$ cat config.mk
export PLATFORM = sky130hd
export DESIGN_NAME = legik_sqrt
export DESIGN_NICKNAME = d
export VERILOG_FILES = /design/src/rtl/leg_inverse_kinematics_core_macros.svh /design/src/rtl/legik_pkg.sv /design/src/rtl/legik_sqrt.sv
export SDC_FILE = /design/constraint.sdc
export NUM_CORES = 2
export LEC_CHECK = 0
export BUFFER_PORTS_ARGS = -buffer_cell sky130_fd_sc_hd__buf_2
export CORE_MARGIN = 3
export CORE_UTILIZATION = 57
export CTS_CLUSTER_DIAMETER = 80
export DETAILED_ROUTE_END_ITERATION = 6
export PLACE_DENSITY_LB_ADDON = 0.15
export SLEW_MARGIN = 15
export SYNTH_ARGS = -nofsm -noshare
export SYNTH_HDL_FRONTEND = slang
export SYNTH_MEMORY_MAX_BITS = 65536
export SYNTH_SLANG_ARGS = --single-unit
$ cat constraint.sdc
create_clock -name clk -period 4.2 [get_ports clk]
set_input_delay 0.42 -clock clk [delete_from_list [all_inputs] [get_ports clk]]
set_output_delay 0.42 -clock clk [all_outputs]
set_load 0.05 [all_outputs]
$ cat src/rtl/leg_inverse_kinematics_core_macros.svh
// Assertion helpers for the leg IK core
`ifndef LEG_INVERSE_KINEMATICS_CORE_MACROS_SVH
`define LEG_INVERSE_KINEMATICS_CORE_MACROS_SVH

// Consequent checked in the same cycle as the antecedent
`define LIK_ASSERT_NOW(label, clk, rst_n, ante, cons, msg) \
    label: assert property (@(posedge clk) disable iff (!rst_n) (ante) |-> (cons)) \
        else $error(msg);

// Consequent checked a fixed number of cycles after the antecedent
`define LIK_ASSERT_LATER(label, clk, rst_n, ante, dly, cons, msg) \
    label: assert property (@(posedge clk) disable iff (!rst_n) (ante) |-> ##dly (cons)) \
        else $error(msg);

`endif

$ cat src/rtl/legik_pkg.sv
`default_nettype none

package legik_pkg;

    // Defaults for top-level parameters
    localparam int LEG_COUNT_DEF       = 4;
    localparam int ANGLE_FRAC_BITS_DEF = 6;

    // Internal angle format: 2^-16 degree
    localparam int IFRAC        = 16;
    localparam int CORDIC_STEPS = 20;
    localparam int CORDIC_SHIFT = 24;
    localparam int H_FRAC       = 14;

    // Datapath widths
    localparam int AW    = 36;   // atan2 operand
    localparam int CW    = 62;   // CORDIC x/y
    localparam int ZW    = 26;   // angle accumulator
    localparam int RADW  = 64;   // square root radicand
    localparam int ROOTW = RADW / 2;

    // Pipeline depths of the front and back sections
    localparam int FRONT_LAT = 7;
    localparam int BACK_LAT  = 2;

    localparam logic signed [ZW-1:0] DEG90  = 26'sd5898240;
    localparam logic signed [ZW-1:0] DEG180 = 26'sd11796480;

    typedef enum logic [2:0] {
        REG_FEMUR_LENGTH,
        REG_TIBIA_LENGTH,
        REG_LATERAL_REST_OFFSET,
        REG_VERTICAL_REST_OFFSET,
        REG_TIBIA_ANGLE_OFFSET,
        REG_RIGHT_SIDE_MASK,
        REG_JOINT_INVERT_MASK
    } cfg_reg_e;

    typedef struct packed {
        logic signed [15:0] foot_x;
        logic signed [15:0] foot_y;
        logic signed [15:0] foot_z;
        logic        [1:0]  leg_index;
    } target_t;

    typedef struct packed {
        logic [13:0] coxa_angle;
        logic [13:0] femur_angle;
        logic [13:0] tibia_angle;
        logic [1:0]  leg_echo;
        logic        reach_limited;
    } result_t;

    typedef struct packed {
        logic        [13:0] femur_length;
        logic        [13:0] tibia_length;
        logic signed [14:0] lateral_rest_offset;
        logic signed [14:0] vertical_rest_offset;
        logic signed [14:0] tibia_angle_offset;
        logic        [3:0]  right_side_mask;
        logic        [11:0] joint_invert_mask;
    } cfg_t;

    localparam cfg_t CFG_RESET = '{
        femur_length:         14'd1008,
        tibia_length:         14'd1520,
        lateral_rest_offset:  15'sd544,
        vertical_rest_offset: -15'sd1280,
        tibia_angle_offset:   15'sd986,
        right_side_mask:      4'd10,
        joint_invert_mask:    12'd3591
    };

    // Sideband carried alongside the square roots
    typedef struct packed {
        logic signed [16:0]   x;
        logic signed [16:0]   y;
        logic signed [16:0]   z;
        logic signed [AW-1:0] knee_num;
        logic signed [AW-1:0] femur_num;
        logic                 knee_clamp;
        logic                 femur_clamp;
        logic                 reach_lim;
        logic [1:0]           leg;
        logic [2:0]           inv;
    } sq_meta_t;

    // Sideband carried alongside the CORDIC units
    typedef struct packed {
        logic       knee_clamp;
        logic       knee_neg;
        logic       femur_clamp;
        logic       femur_neg;
        logic       reach_lim;
        logic [1:0] leg;
        logic [2:0] inv;
    } cx_meta_t;

    // round(atan(2^-i) deg * 2^16)
    function automatic logic signed [ZW-1:0] atan_entry(input int unsigned i);
        logic signed [ZW-1:0] e;
        unique case (i)
            0:  e = 26'sd2949120;
            1:  e = 26'sd1740967;
            2:  e = 26'sd919879;
            3:  e = 26'sd466945;
            4:  e = 26'sd234379;
            5:  e = 26'sd117304;
            6:  e = 26'sd58666;
            7:  e = 26'sd29335;
            8:  e = 26'sd14668;
            9:  e = 26'sd7334;
            10: e = 26'sd3667;
            11: e = 26'sd1833;
            12: e = 26'sd917;
            13: e = 26'sd458;
            14: e = 26'sd229;
            15: e = 26'sd115;
            16: e = 26'sd57;
            17: e = 26'sd29;
            18: e = 26'sd14;
            19: e = 26'sd7;
            default: e = '0;
        endcase
        return e;
    endfunction

endpackage

`default_nettype wire

$ cat src/rtl/legik_sqrt.sv
`default_nettype none

// Floor square root, one result bit per register stage
module legik_sqrt
    import legik_pkg::*;
(
    input  logic             clk,
    input  logic [RADW-1:0]  radicand,
    output logic [ROOTW-1:0] root
);

    localparam int REMW = ROOTW + 2;

    typedef struct packed {
        logic [RADW-1:0]  rad;
        logic [REMW-1:0]  rem;
        logic [ROOTW-1:0] root;
    } sq_stage_t;

    function automatic sq_stage_t sqrt_step(input sq_stage_t s);
        sq_stage_t       o;
        logic [REMW+1:0] rs;
        logic [REMW+1:0] tr;
        rs    = {s.rem, s.rad[RADW-1 -: 2]};
        tr    = {2'b00, s.root, 2'b01};
        o.rad = s.rad << 2;
        if (rs >= tr)
        begin
            o.rem  = REMW'(rs - tr);
            o.root = {s.root[ROOTW-2:0], 1'b1};
        end
        else
        begin
            o.rem  = REMW'(rs);
            o.root = {s.root[ROOTW-2:0], 1'b0};
        end
        return o;
    endfunction

    sq_stage_t st_reg [ROOTW];
    sq_stage_t st_init;

    always_comb
    begin
        st_init.rad  = radicand;
        st_init.rem  = '0;
        st_init.root = '0;
    end

    always_ff @(posedge clk)
    begin
        st_reg[0] <= sqrt_step(st_init);
        for (int k = 1; k < ROOTW; k++)
            st_reg[k] <= sqrt_step(st_reg[k-1]);
    end

    assign root = st_reg[ROOTW-1].root;

endmodule

`default_nettype wire

==> qor.txt <==
Run status: finished, final reports clean
Worst hold slack: 0.1827 ns
CORE AREA: 0.1611 mm²
Post-synth top flop: dfxtp_1
Worst Hold Class: in -> reg
Clock Tree Root: clkbuf_16
Final setup viols: 0
Port Buffer Count: 96
Clk_skew: 0.05033 ns
WP depth: 9
Grt total ovfl: 0
Rows: 147
Clk Latency, worst-skew pair: 0.87 ns
Relative slew slack: 0.3475
IO Count: 97
Startpoint types: flip-flop
Starting Density: 0.5761
Drt wl/cell: 16.55 µm
Endpoints failing hold: 0
Dpl ws: 0.5460 ns
Yosys warnings: 0
Vias in the first global route: 62.34k
Slew Limit Fails: 0
Worst setup path start: st_reg[0][310]
Clock buffer depth: 3
Distinct cells, synth: 87
Clk pin slew, worst setup/hold paths: 0.06 ns
Layout fillers: 12.85k
H-tree levels: 4
Power Total: 63.12 mW
Routability cong.: 0.9359
Share of cells above drive strength 1: 0.07700
Crit-path slowest cell: or4_1
DRT iter0 DRCs: 3681
Mapped Cells: 9177
Leakage power: 49.10 nW
Final worst setup slack: 0.3830 ns
MaxCap Viol Count: 0
Critical Path AT: 4.56 ns
Width of the die: 409.6 µm
Antenna Diode Count: 0
Pin count of the biggest net entering global routing: 52
Final non-filler cell total: 11.78k
R2R Path Start: st_reg[0][310]
Register bit total from synthesis: 2523
Critical path class: reg -> reg
Setup TNS: 0 ns
TritonCTS clock tree: yes
Via/cell ratio: 5.363
Hold_buf cts: 65
Initial antenna violation count: 2
Syn avg cell area: 10.11 µm²
Power per cell area: 601.7 mW/mm²
Hold_sp: radicand[60]
Post-placement cell area: 0.09568 mm²
Max FFs per register: 2523
Critical-path cell list: or4_1 > nor4b_1 > or4b_1 > nor4b_1 > nand2_1 > and3_1 > nand3_1 > nor3_1 > xor2_1
Reg2reg path depth: 9
Crit Path Max Fanout: 14
Nets@finish: 10.05k
CTS buffer count: 238
Full die area: 0.1677 mm²
Worst hold stages: 2
Period utilisation layout: 0.9088
Fmax: 262.0 MHz
Async set-reset flop share out of synthesis: 0
Post-Syn Nets: 9804
WP buf/inv: 0
VDD IR max: 0.4562 mV
Routed via count: 63.20k
First-pass GRT wire length: 316.2 mm
Cell count after placement: 11.28k
Pre-antenna DRT Iters: 6
Chip height: 409.6 µm
Cell Area, Synth: 0.09283 mm²
GR Util All Layers: 0.2293
Post-CTS Resized: 0
Placed wire-length estimate: 146.3 mm
Routed Antenna Nets: 0
CP top delay family: simple AND/OR/NAND/NOR gates
Final instance area: 0.1049 mm²
WP data required: 4.94 ns
RSZ-0062 raised after global routing: no
Layout area overhead: 13.01%
Remaining DRCs: 0
Final WL: 195.1 mm
Sink Count: 2523
Shortest period the worst path allows: 3.817 ns
Setup bufs post-CTS: 0
Final Util: 0.6511
Sequential share of the synthesized area: 0.5441
Slew @ Worst Pin: 0.9786 ns
EDFF count, synth: 0
CP dominant cell by count: nor4b_1
Critical path endpoint category: flip-flop
Slowest stage delay, CP: 0.60 ns
==> cell families (layout without fill, tap and decap cells) <==
family | Yosys count | count (layout) | synth area share
flops | 2523 | 2523 | 0.5441
other cells | 1 | 1 | 0.00004040
compound gates | 1873 | 1873 | 0.1246
fa+ha+maj | 562 | 562 | 0.07575
mux | 86 | 86 | 0.01032
xor+xnor | 860 | 860 | 0.08114
simple gates | 2353 | 2353 | 0.1254
buf+inv | 919 | 1366 | 0.03859
==> final cells by class <==
type	count	area, µm²	share of cell area
Inverter	701	2631	0.02508
Clock inverter	135	1928	0.01838
Sequential cell	2523	50510	0.4815
Multi-Input combinational cell	5735	38860	0.3705
Timing Repair Buffer	223	1634	0.01558
Tap cell	2160	2703	0.02576
Clock buffer	307	6636	0.06326
==> synth_stat cells, types with 144 or more instances <==
cell type  number  share of area
a21o_1        222          0.018
a21oi_1       637          0.034
clkbuf_1      159         0.0064
dfxtp_1      2523           0.54
ha_1          562          0.076
inv_1         698          0.028
nand2_1       558          0.023
nand3_1       144         0.0078
nor2_1        625          0.025
nor3_1        234          0.013
o21ai_0       431          0.023
xnor2_1       450          0.042
xor2_1        410          0.039
==> layout by cell type, fill, tap and decap left out, types with 63 or more instances in the layout <==
cell	n
a211oi_1	63
or3_1	85
nor2b_1	74
dfxtp_1	2523
o21ai_0	431
nand4_1	98
a21o_1	222
or4_1	64
nor2_1	625
nand3_1	144
a21oi_1	636
nor4_1	112
clkbuf_16	239
nor3_1	232
buf_2	96
mux2_2	78
o21a_1	90
dlygate4sd3_1	65
inv_1	698
nand2b_1	123
xor2_1	410
ha_1	562
nand2_1	558
xnor2_1	450
==> path summary, 6_finish.rpt <==
kind	end	slack (ns)
worst min-delay path	st_reg[0][126]	0.18
worst max-delay path	st_reg[0][443]	0.38
worst max register to register	st_reg[0][443]	0.38
worst min register to register	st_reg[0][1657]	0.31
==> metal layers <==
layer	vias to the layer above	GRT usage	wire (µm)
li1	31900	-	-
met5	-	0	0
met4	0	0.09125	7471
met2	1423	0.4068	96280
met3	414	0.03066	8117
met1	29466	0.2808	83210
==> report_power, final <==
part	switching [mW]	internal (mW)
Clock	9.23	13.2
Combinational	5.35	4.50
Sequential	2.97	27.8
(Power assumes the default switching activity.)
