==> src/rtl/leg_inverse_kinematics_core_macros.svh <==
// Assertion helpers for the leg IK core
`ifndef LEG_INVERSE_KINEMATICS_CORE_MACROS_SVH
`define LEG_INVERSE_KINEMATICS_CORE_MACROS_SVH

// Consequent checked in the same cycle as the antecedent
`define LIK_ASSERT_NOW(label, clk, rst_n, ante, cons, msg) \
    label: assert property (@(posedge clk) disable iff (!rst_n) (ante) |-> (cons)) \
        else $error(msg);

// Consequent checked a fixed number of cycles after the antecedent
`define LIK_ASSERT_LATER(label, clk, rst_n, ante, dly, cons, msg) \
    label: assert property (@(posedge clk) disable iff (!rst_n) (ante) |-> ##dly (cons)) \
        else $error(msg);

`endif

==> src/rtl/legik_pkg.sv <==
`default_nettype none

package legik_pkg;

    // Defaults for top-level parameters
    localparam int LEG_COUNT_DEF       = 4;
    localparam int ANGLE_FRAC_BITS_DEF = 6;

    // Internal angle format: 2^-16 degree
    localparam int IFRAC        = 16;
    localparam int CORDIC_STEPS = 20;
    localparam int CORDIC_SHIFT = 24;
    localparam int H_FRAC       = 14;

    // Datapath widths
    localparam int AW    = 36;   // atan2 operand
    localparam int CW    = 62;   // CORDIC x/y
    localparam int ZW    = 26;   // angle accumulator
    localparam int RADW  = 64;   // square root radicand
    localparam int ROOTW = RADW / 2;

    // Pipeline depths of the front and back sections
    localparam int FRONT_LAT = 7;
    localparam int BACK_LAT  = 2;

    localparam logic signed [ZW-1:0] DEG90  = 26'sd5898240;
    localparam logic signed [ZW-1:0] DEG180 = 26'sd11796480;

    typedef enum logic [2:0] {
        REG_FEMUR_LENGTH,
        REG_TIBIA_LENGTH,
        REG_LATERAL_REST_OFFSET,
        REG_VERTICAL_REST_OFFSET,
        REG_TIBIA_ANGLE_OFFSET,
        REG_RIGHT_SIDE_MASK,
        REG_JOINT_INVERT_MASK
    } cfg_reg_e;

    typedef struct packed {
        logic signed [15:0] foot_x;
        logic signed [15:0] foot_y;
        logic signed [15:0] foot_z;
        logic        [1:0]  leg_index;
    } target_t;

    typedef struct packed {
        logic [13:0] coxa_angle;
        logic [13:0] femur_angle;
        logic [13:0] tibia_angle;
        logic [1:0]  leg_echo;
        logic        reach_limited;
    } result_t;

    typedef struct packed {
        logic        [13:0] femur_length;
        logic        [13:0] tibia_length;
        logic signed [14:0] lateral_rest_offset;
        logic signed [14:0] vertical_rest_offset;
        logic signed [14:0] tibia_angle_offset;
        logic        [3:0]  right_side_mask;
        logic        [11:0] joint_invert_mask;
    } cfg_t;

    localparam cfg_t CFG_RESET = '{
        femur_length:         14'd1008,
        tibia_length:         14'd1520,
        lateral_rest_offset:  15'sd544,
        vertical_rest_offset: -15'sd1280,
        tibia_angle_offset:   15'sd986,
        right_side_mask:      4'd10,
        joint_invert_mask:    12'd3591
    };

    // Sideband carried alongside the square roots
    typedef struct packed {
        logic signed [16:0]   x;
        logic signed [16:0]   y;
        logic signed [16:0]   z;
        logic signed [AW-1:0] knee_num;
        logic signed [AW-1:0] femur_num;
        logic                 knee_clamp;
        logic                 femur_clamp;
        logic                 reach_lim;
        logic [1:0]           leg;
        logic [2:0]           inv;
    } sq_meta_t;

    // Sideband carried alongside the CORDIC units
    typedef struct packed {
        logic       knee_clamp;
        logic       knee_neg;
        logic       femur_clamp;
        logic       femur_neg;
        logic       reach_lim;
        logic [1:0] leg;
        logic [2:0] inv;
    } cx_meta_t;

    // round(atan(2^-i) deg * 2^16)
    function automatic logic signed [ZW-1:0] atan_entry(input int unsigned i);
        logic signed [ZW-1:0] e;
        unique case (i)
            0:  e = 26'sd2949120;
            1:  e = 26'sd1740967;
            2:  e = 26'sd919879;
            3:  e = 26'sd466945;
            4:  e = 26'sd234379;
            5:  e = 26'sd117304;
            6:  e = 26'sd58666;
            7:  e = 26'sd29335;
            8:  e = 26'sd14668;
            9:  e = 26'sd7334;
            10: e = 26'sd3667;
            11: e = 26'sd1833;
            12: e = 26'sd917;
            13: e = 26'sd458;
            14: e = 26'sd229;
            15: e = 26'sd115;
            16: e = 26'sd57;
            17: e = 26'sd29;
            18: e = 26'sd14;
            19: e = 26'sd7;
            default: e = '0;
        endcase
        return e;
    endfunction

endpackage

`default_nettype wire

==> src/rtl/legik_back.sv <==
`default_nettype none

module legik_back
    import legik_pkg::*;
#(
    parameter int ANGLE_FRAC_BITS = ANGLE_FRAC_BITS_DEF
)(
    input  logic                 clk,
    input  logic                 rst_n,
    input  logic                 in_valid,
    input  cx_meta_t             meta,
    input  logic signed [ZW-1:0] yaw,
    input  logic signed [ZW-1:0] elev,
    input  logic signed [ZW-1:0] knee,
    input  logic signed [ZW-1:0] femur,
    input  logic signed [14:0]   tibia_offset,
    output logic                 out_valid,
    output result_t              result
);

    localparam int VW = 32;
    localparam int SH = IFRAC - ANGLE_FRAC_BITS;
    localparam logic [24:0] HALF = 25'(1) << (SH - 1);
    localparam logic [24:0] FULL = 25'(180) << ANGLE_FRAC_BITS;

    // clamp to 0..180, round half up, mirror if inverted
    function automatic logic [13:0] finish_angle(input logic signed [VW-1:0] v,
                                                 input logic inv);
        logic [24:0] c;
        logic [24:0] r;
        if (v < 0)
            c = '0;
        else if (v > VW'(DEG180))
            c = 25'(DEG180);
        else
            c = v[24:0];
        r = (c + HALF) >> SH;
        if (r > FULL)
            r = FULL;
        if (inv)
            r = FULL - r;
        return r[13:0];
    endfunction

    logic signed [ZW-1:0] j3, bsel;
    logic signed [VW-1:0] coxa_next, femur_next, tibia_next;
    logic signed [VW-1:0] coxa_reg, femur_reg, tibia_reg;
    logic [2:0]           inv_reg;
    logic [1:0]           leg_reg;
    logic                 lim_reg;
    logic [1:0]           vld_reg;
    result_t              result_reg;

    // clamped cosines replace the CORDIC answers
    always_comb
    begin
        if (meta.knee_clamp)
            j3 = meta.knee_neg ? DEG180 : '0;
        else
            j3 = knee;
        if (meta.femur_clamp)
            bsel = meta.femur_neg ? DEG180 : '0;
        else
            bsel = femur;
        coxa_next  = VW'(DEG90) - VW'(yaw);
        femur_next = VW'(DEG90) - (VW'(bsel) + VW'(elev));
        tibia_next = VW'(j3) + (VW'(tibia_offset) <<< SH) - VW'(DEG90);
    end

    always_ff @(posedge clk or negedge rst_n)
    begin
        if (!rst_n)
            vld_reg <= '0;
        else
            vld_reg <= {vld_reg[0], in_valid};
    end

    always_ff @(posedge clk)
    begin
        coxa_reg  <= coxa_next;
        femur_reg <= femur_next;
        tibia_reg <= tibia_next;
        inv_reg   <= meta.inv;
        leg_reg   <= meta.leg;
        lim_reg   <= meta.reach_lim;

        result_reg.coxa_angle    <= finish_angle(coxa_reg, inv_reg[0]);
        result_reg.femur_angle   <= finish_angle(femur_reg, inv_reg[1]);
        result_reg.tibia_angle   <= finish_angle(tibia_reg, inv_reg[2]);
        result_reg.leg_echo      <= leg_reg;
        result_reg.reach_limited <= lim_reg;
    end

    assign out_valid = vld_reg[1];
    assign result    = result_reg;

endmodule

`default_nettype wire
==> config.mk <==
export PLATFORM = sky130hd
export DESIGN_NAME = legik_back
export DESIGN_NICKNAME = d
export VERILOG_FILES = /design/src/rtl/leg_inverse_kinematics_core_macros.svh /design/src/rtl/legik_pkg.sv /design/src/rtl/legik_back.sv
export SDC_FILE = /design/constraint.sdc
export NUM_CORES = 1
export LEC_CHECK = 0
export BUFFER_PORTS_ARGS = -buffer_cell sky130_fd_sc_hd__clkbuf_2
export CAP_MARGIN = 5
export CORE_MARGIN = 5
export CORE_UTILIZATION = 50
export CTS_BUF_LIST = sky130_fd_sc_hd__clkbuf_4
export DETAILED_ROUTE_END_ITERATION = 10
export GPL_ROUTABILITY_DRIVEN = 0
export PLACE_DENSITY = 0.73
export REMOVE_ABC_BUFFERS = 1
export SYNTH_ARGS = -nofsm -noshare
export SYNTH_HDL_FRONTEND = slang
export SYNTH_SLANG_ARGS = --single-unit
==> constraint.sdc <==
create_clock -name clk -period 8.4 [get_ports clk]
set_input_delay 0.84 -clock clk [delete_from_list [all_inputs] [get_ports clk]]
set_output_delay 0.84 -clock clk [all_outputs]
set_load 0.05 [all_outputs]
==> impl_results.md <==
- Leak: 4.86 nW
- Sequential area share after synthesis: between 20% and 30%
- Slew headroom: between 40% and 50%
- YS warnings: 0
- Global route overflow: 0
- Worst-path cell chain: or4b_4 > or3_1 > o22ai_2 > and2_1 > ha_1 > nand3_1 > or3_1 > a41o_1 > a311oi_2 > a21oi_1 > a311oi_4 > nand2b_1 > ha_1 > inv_1 > o21ai_0 > nor2_1 > mux2_1 > a31oi_1
- Final nets: ~1.5k
- Worst path max stage delay: between 0.6 and 0.7 ns
- Largest fanout on the critical path: 17
- Fill count: about 1.7k
- Main synth FF type: dfxtp_1
- Initial Utilization: roughly 50%
- Met2 wire len: 9660 um
- Max FFs per register: 45
- Layout cells sized above 1: 17.7%
- HPWL Detailed: ~17000 um
- Crit Path Category: flip-flop to flip-flop
- Uppermost layer routed: met4
- Ys async rst share: 1.47%
- Clk buf depth: 2
- Post-route minimum period: between 5 and 6 ns
- Data required, critical path: about 9 ns
- Final Util: roughly 57%
- Critical path data arrival time: between 5 and 6 ns
- IO buf count: around 180
- Synth Instances: 1134
- R2R Setup Slk: slightly below 3 ns
- Vias in the first global route: 7668
- Clock H-tree levels: 4
- CP max-delay cell: a311oi_4
- Via density: 5.42
- Max-Cap Viols: 0
- CP Launch Type: flip-flop
- Hold wc startpoint: leg_reg[1]$_DFF_P_
- Critical path buffer and inverter count: 1
- Avg WL per Cell: 13.6 um
- Overall routed net length: 20900 um
- Unrepaired setup endpoints after global routing: no
- First-pass GRT wire length: 35100 um
- Peak supply drop: roughly 0.089 mV
- RR Startpoint: tibia_reg[19]$_DFF_P_
- Least-Margin Pin Slew: between 0.8 and 0.9 ns
- Post-route ant nets: 0
- Worst reg2reg path depth: 18
- CTS Buf Count: 17
- Register bit total from synthesis: between 100 and 150
- Die area: roughly 22000 um2
- P per Cell Area: slightly below 200 nW/um2
- Setup Skew: about 0.017 ns
- Yosys cell types: 85
- Post-cts resize count: 0
- Die Span Y: 147 um
- Mapped Area: about 9400 um2
- RR Endpoint: result[7]$_DFF_P_
- EDFF count, synth: 0
- Die X: roughly 150 um
- Hold Crit Depth: 0
- Critical Path End Type: flip-flop
- CTS root buf: clkbuf_4
- TritonCTS clock tree: done
- Synth Area per Inst: 8.26 um2
- DR DRC count: 0
- WL met3: between 1000 and 1500 um
- Clk Latency, worst-skew pair: about 0.57 ns
- Sink Count: roughly 140
- Kind of cell adding the most delay to the critical path: simple AND/OR/NAND/NOR gates
- Io pins: between 150 and 200
- Total GRT Usage: around a fifth
- Hold endpoint: result[2]$_DFF_P_
- Initial antenna violation count: 1
- Pre-antenna DRT Iters: 5
- Core area: around 19000 um2
- Hold Fails Final Rpt: 0
- Clock-pin slew on the worst setup and hold paths: around 0.11 ns
- Max Slew Vio Count: 0
- Status: finished, final reports clean
- Final setup viols: 0
- Vias: about 8.4k
- Metal-1 WL: 9820 um
- Rows: 50
- Initial DRC Count: roughly 540
- Max frequency: around 180 MHz
- Layout area overhead: 14.0%
- Setup TNS: 0 ns
- Final Cycle Share: about 65%
- Pin count of the biggest net entering global routing: 27
- Min-Delay Path Class: flip-flop to flip-flop
[placed cells by master, fill, tap and decap left out, drive strengths merged, types with 12 or more instances in the layout]
master	netlist	routed
nor2b	35	35
dfxtp	134	134
nor3	34	34
clkbuf	23	194
nor2	89	89
o21ai	56	56
xnor2	79	79
nand2b	30	30
and2	13	13
a21o	14	14
or3	12	12
nand4	14	14
ha	91	91
and3	13	13
nand2	91	91
inv	84	84
nand3	32	32
xor2	34	34
nor4	22	22
a21oi	52	52
[cells by family after synthesis]
kind of cell | count (synthesis) | share of synthesized area, %
compound gates | 240 | 17.8
xor+xnor | 113 | 10.6
fa+ha+maj | 93 | 12.6
buf+inv | 120 | 5.15
flops | 136 | 29.2
mux | 11 | 1.22
simple gates | 421 | 23.5
[cell usage after synthesis (all sizes together), types with 4 or more instances]
master / number / share of area, %
buf: 13 / 0.83
o31a: 7 / 0.65
a41oi: 4 / 0.37
a31o: 4 / 0.37
xor2: 34 / 3.2
ha: 91 / 12
o31ai: 9 / 0.83
o21ai: 56 / 3.0
inv: 84 / 3.4
nor3: 34 / 1.9
o22ai: 4 / 0.33
a211oi: 10 / 0.80
nand2: 91 / 3.6
a31oi: 11 / 0.74
mux2i: 8 / 0.86
and2: 13 / 0.87
nand4: 14 / 0.94
o211ai: 4 / 0.32
a21o: 14 / 1.1
nor2b: 35 / 2.3
or3: 12 / 0.86
a211o: 9 / 0.84
nand2b: 30 / 2.0
a311oi: 4 / 0.70
and4: 6 / 0.56
a21oi: 52 / 2.8
nor4: 22 / 1.5
o21a: 7 / 0.56
and3: 13 / 0.87
clkbuf: 23 / 0.95
a21boi: 5 / 0.40
nor2: 89 / 3.6
nand3: 32 / 1.7
or2: 7 / 0.47
nand4b: 4 / 0.37
o21bai: 7 / 0.56
dfxtp: 134 / 29
xnor2: 79 / 7.4
nand3b: 4 / 0.32
[metal layers]
layer / up-vias / GRT usage, %
met5: - / 0
met4: 0 / 5.22
met3: 20 / 4.19
met2: 222 / 32.1
met1: 3780 / 25.6
li1: 4342 / -
[how the worst max path moves through the flow]
stage                     depth (start not counted)             startpoint           endpoint  slack [ns]
final                                            18  tibia_reg[19]$_DFF_P_  result[7]$_DFF_P_        2.91
after global routing                             18  tibia_reg[11]$_DFF_P_  result[7]$_DFF_P_        2.47
after CTS                                        18  tibia_reg[19]$_DFF_P_  result[7]$_DFF_P_        2.96
after detailed placement                         18  tibia_reg[19]$_DFF_P_  result[7]$_DFF_P_        3.03
after global placement                           18  tibia_reg[19]$_DFF_P_  result[7]$_DFF_P_        3.19
after floorplan                                  18  tibia_reg[19]$_DFF_P_  result[7]$_DFF_P_        3.57
[cell type report]
type | instances | area (um2) | area share (%)
clock buffer | 17 | 128 | 1.20
timing repair buffer | 178 | 896 | 8.39
sequential | 136 | 2730 | 25.6
antenna | 1 | 2.50 | 0.0234
tap | 234 | 293 | 2.74
clock inverter | 15 | 160 | 1.50
multi-input combinational | 878 | 6150 | 57.6
inverter | 84 | 315 | 2.95
[power by group]
group	total, mW	internal, mW	switching, mW
logic	0.801	0.309	0.492
registers	0.876	0.764	0.112
clock network	0.440	0.201	0.239
total	2.12	1.27	0.843
[stage by stage]
stage          hold slack (ns)  worst slack [ns]  std cells  instance area [um2]  total power [mW]
4_1_cts                  0.319              2.96       1542                10700              2.13
3_3_place_gp             0.311              3.19       1509                10400              1.68
5_1_grt                  0.297              2.47       1543                10700              2.27
3_5_place_dp             0.317              3.03       1509                10400              1.69
6_report                 0.341              2.91       1543                10700              2.12
2_1_floorplan            0.310              3.57       1098                 9200              1.48
[repair_timing]
action / CTS / global route
hold endpoints to repair: 2 / 0
hold buffers: 1 / 0
buffers inserted: 0 / 0
Note: power is estimated with default switching activity, not from simulation.
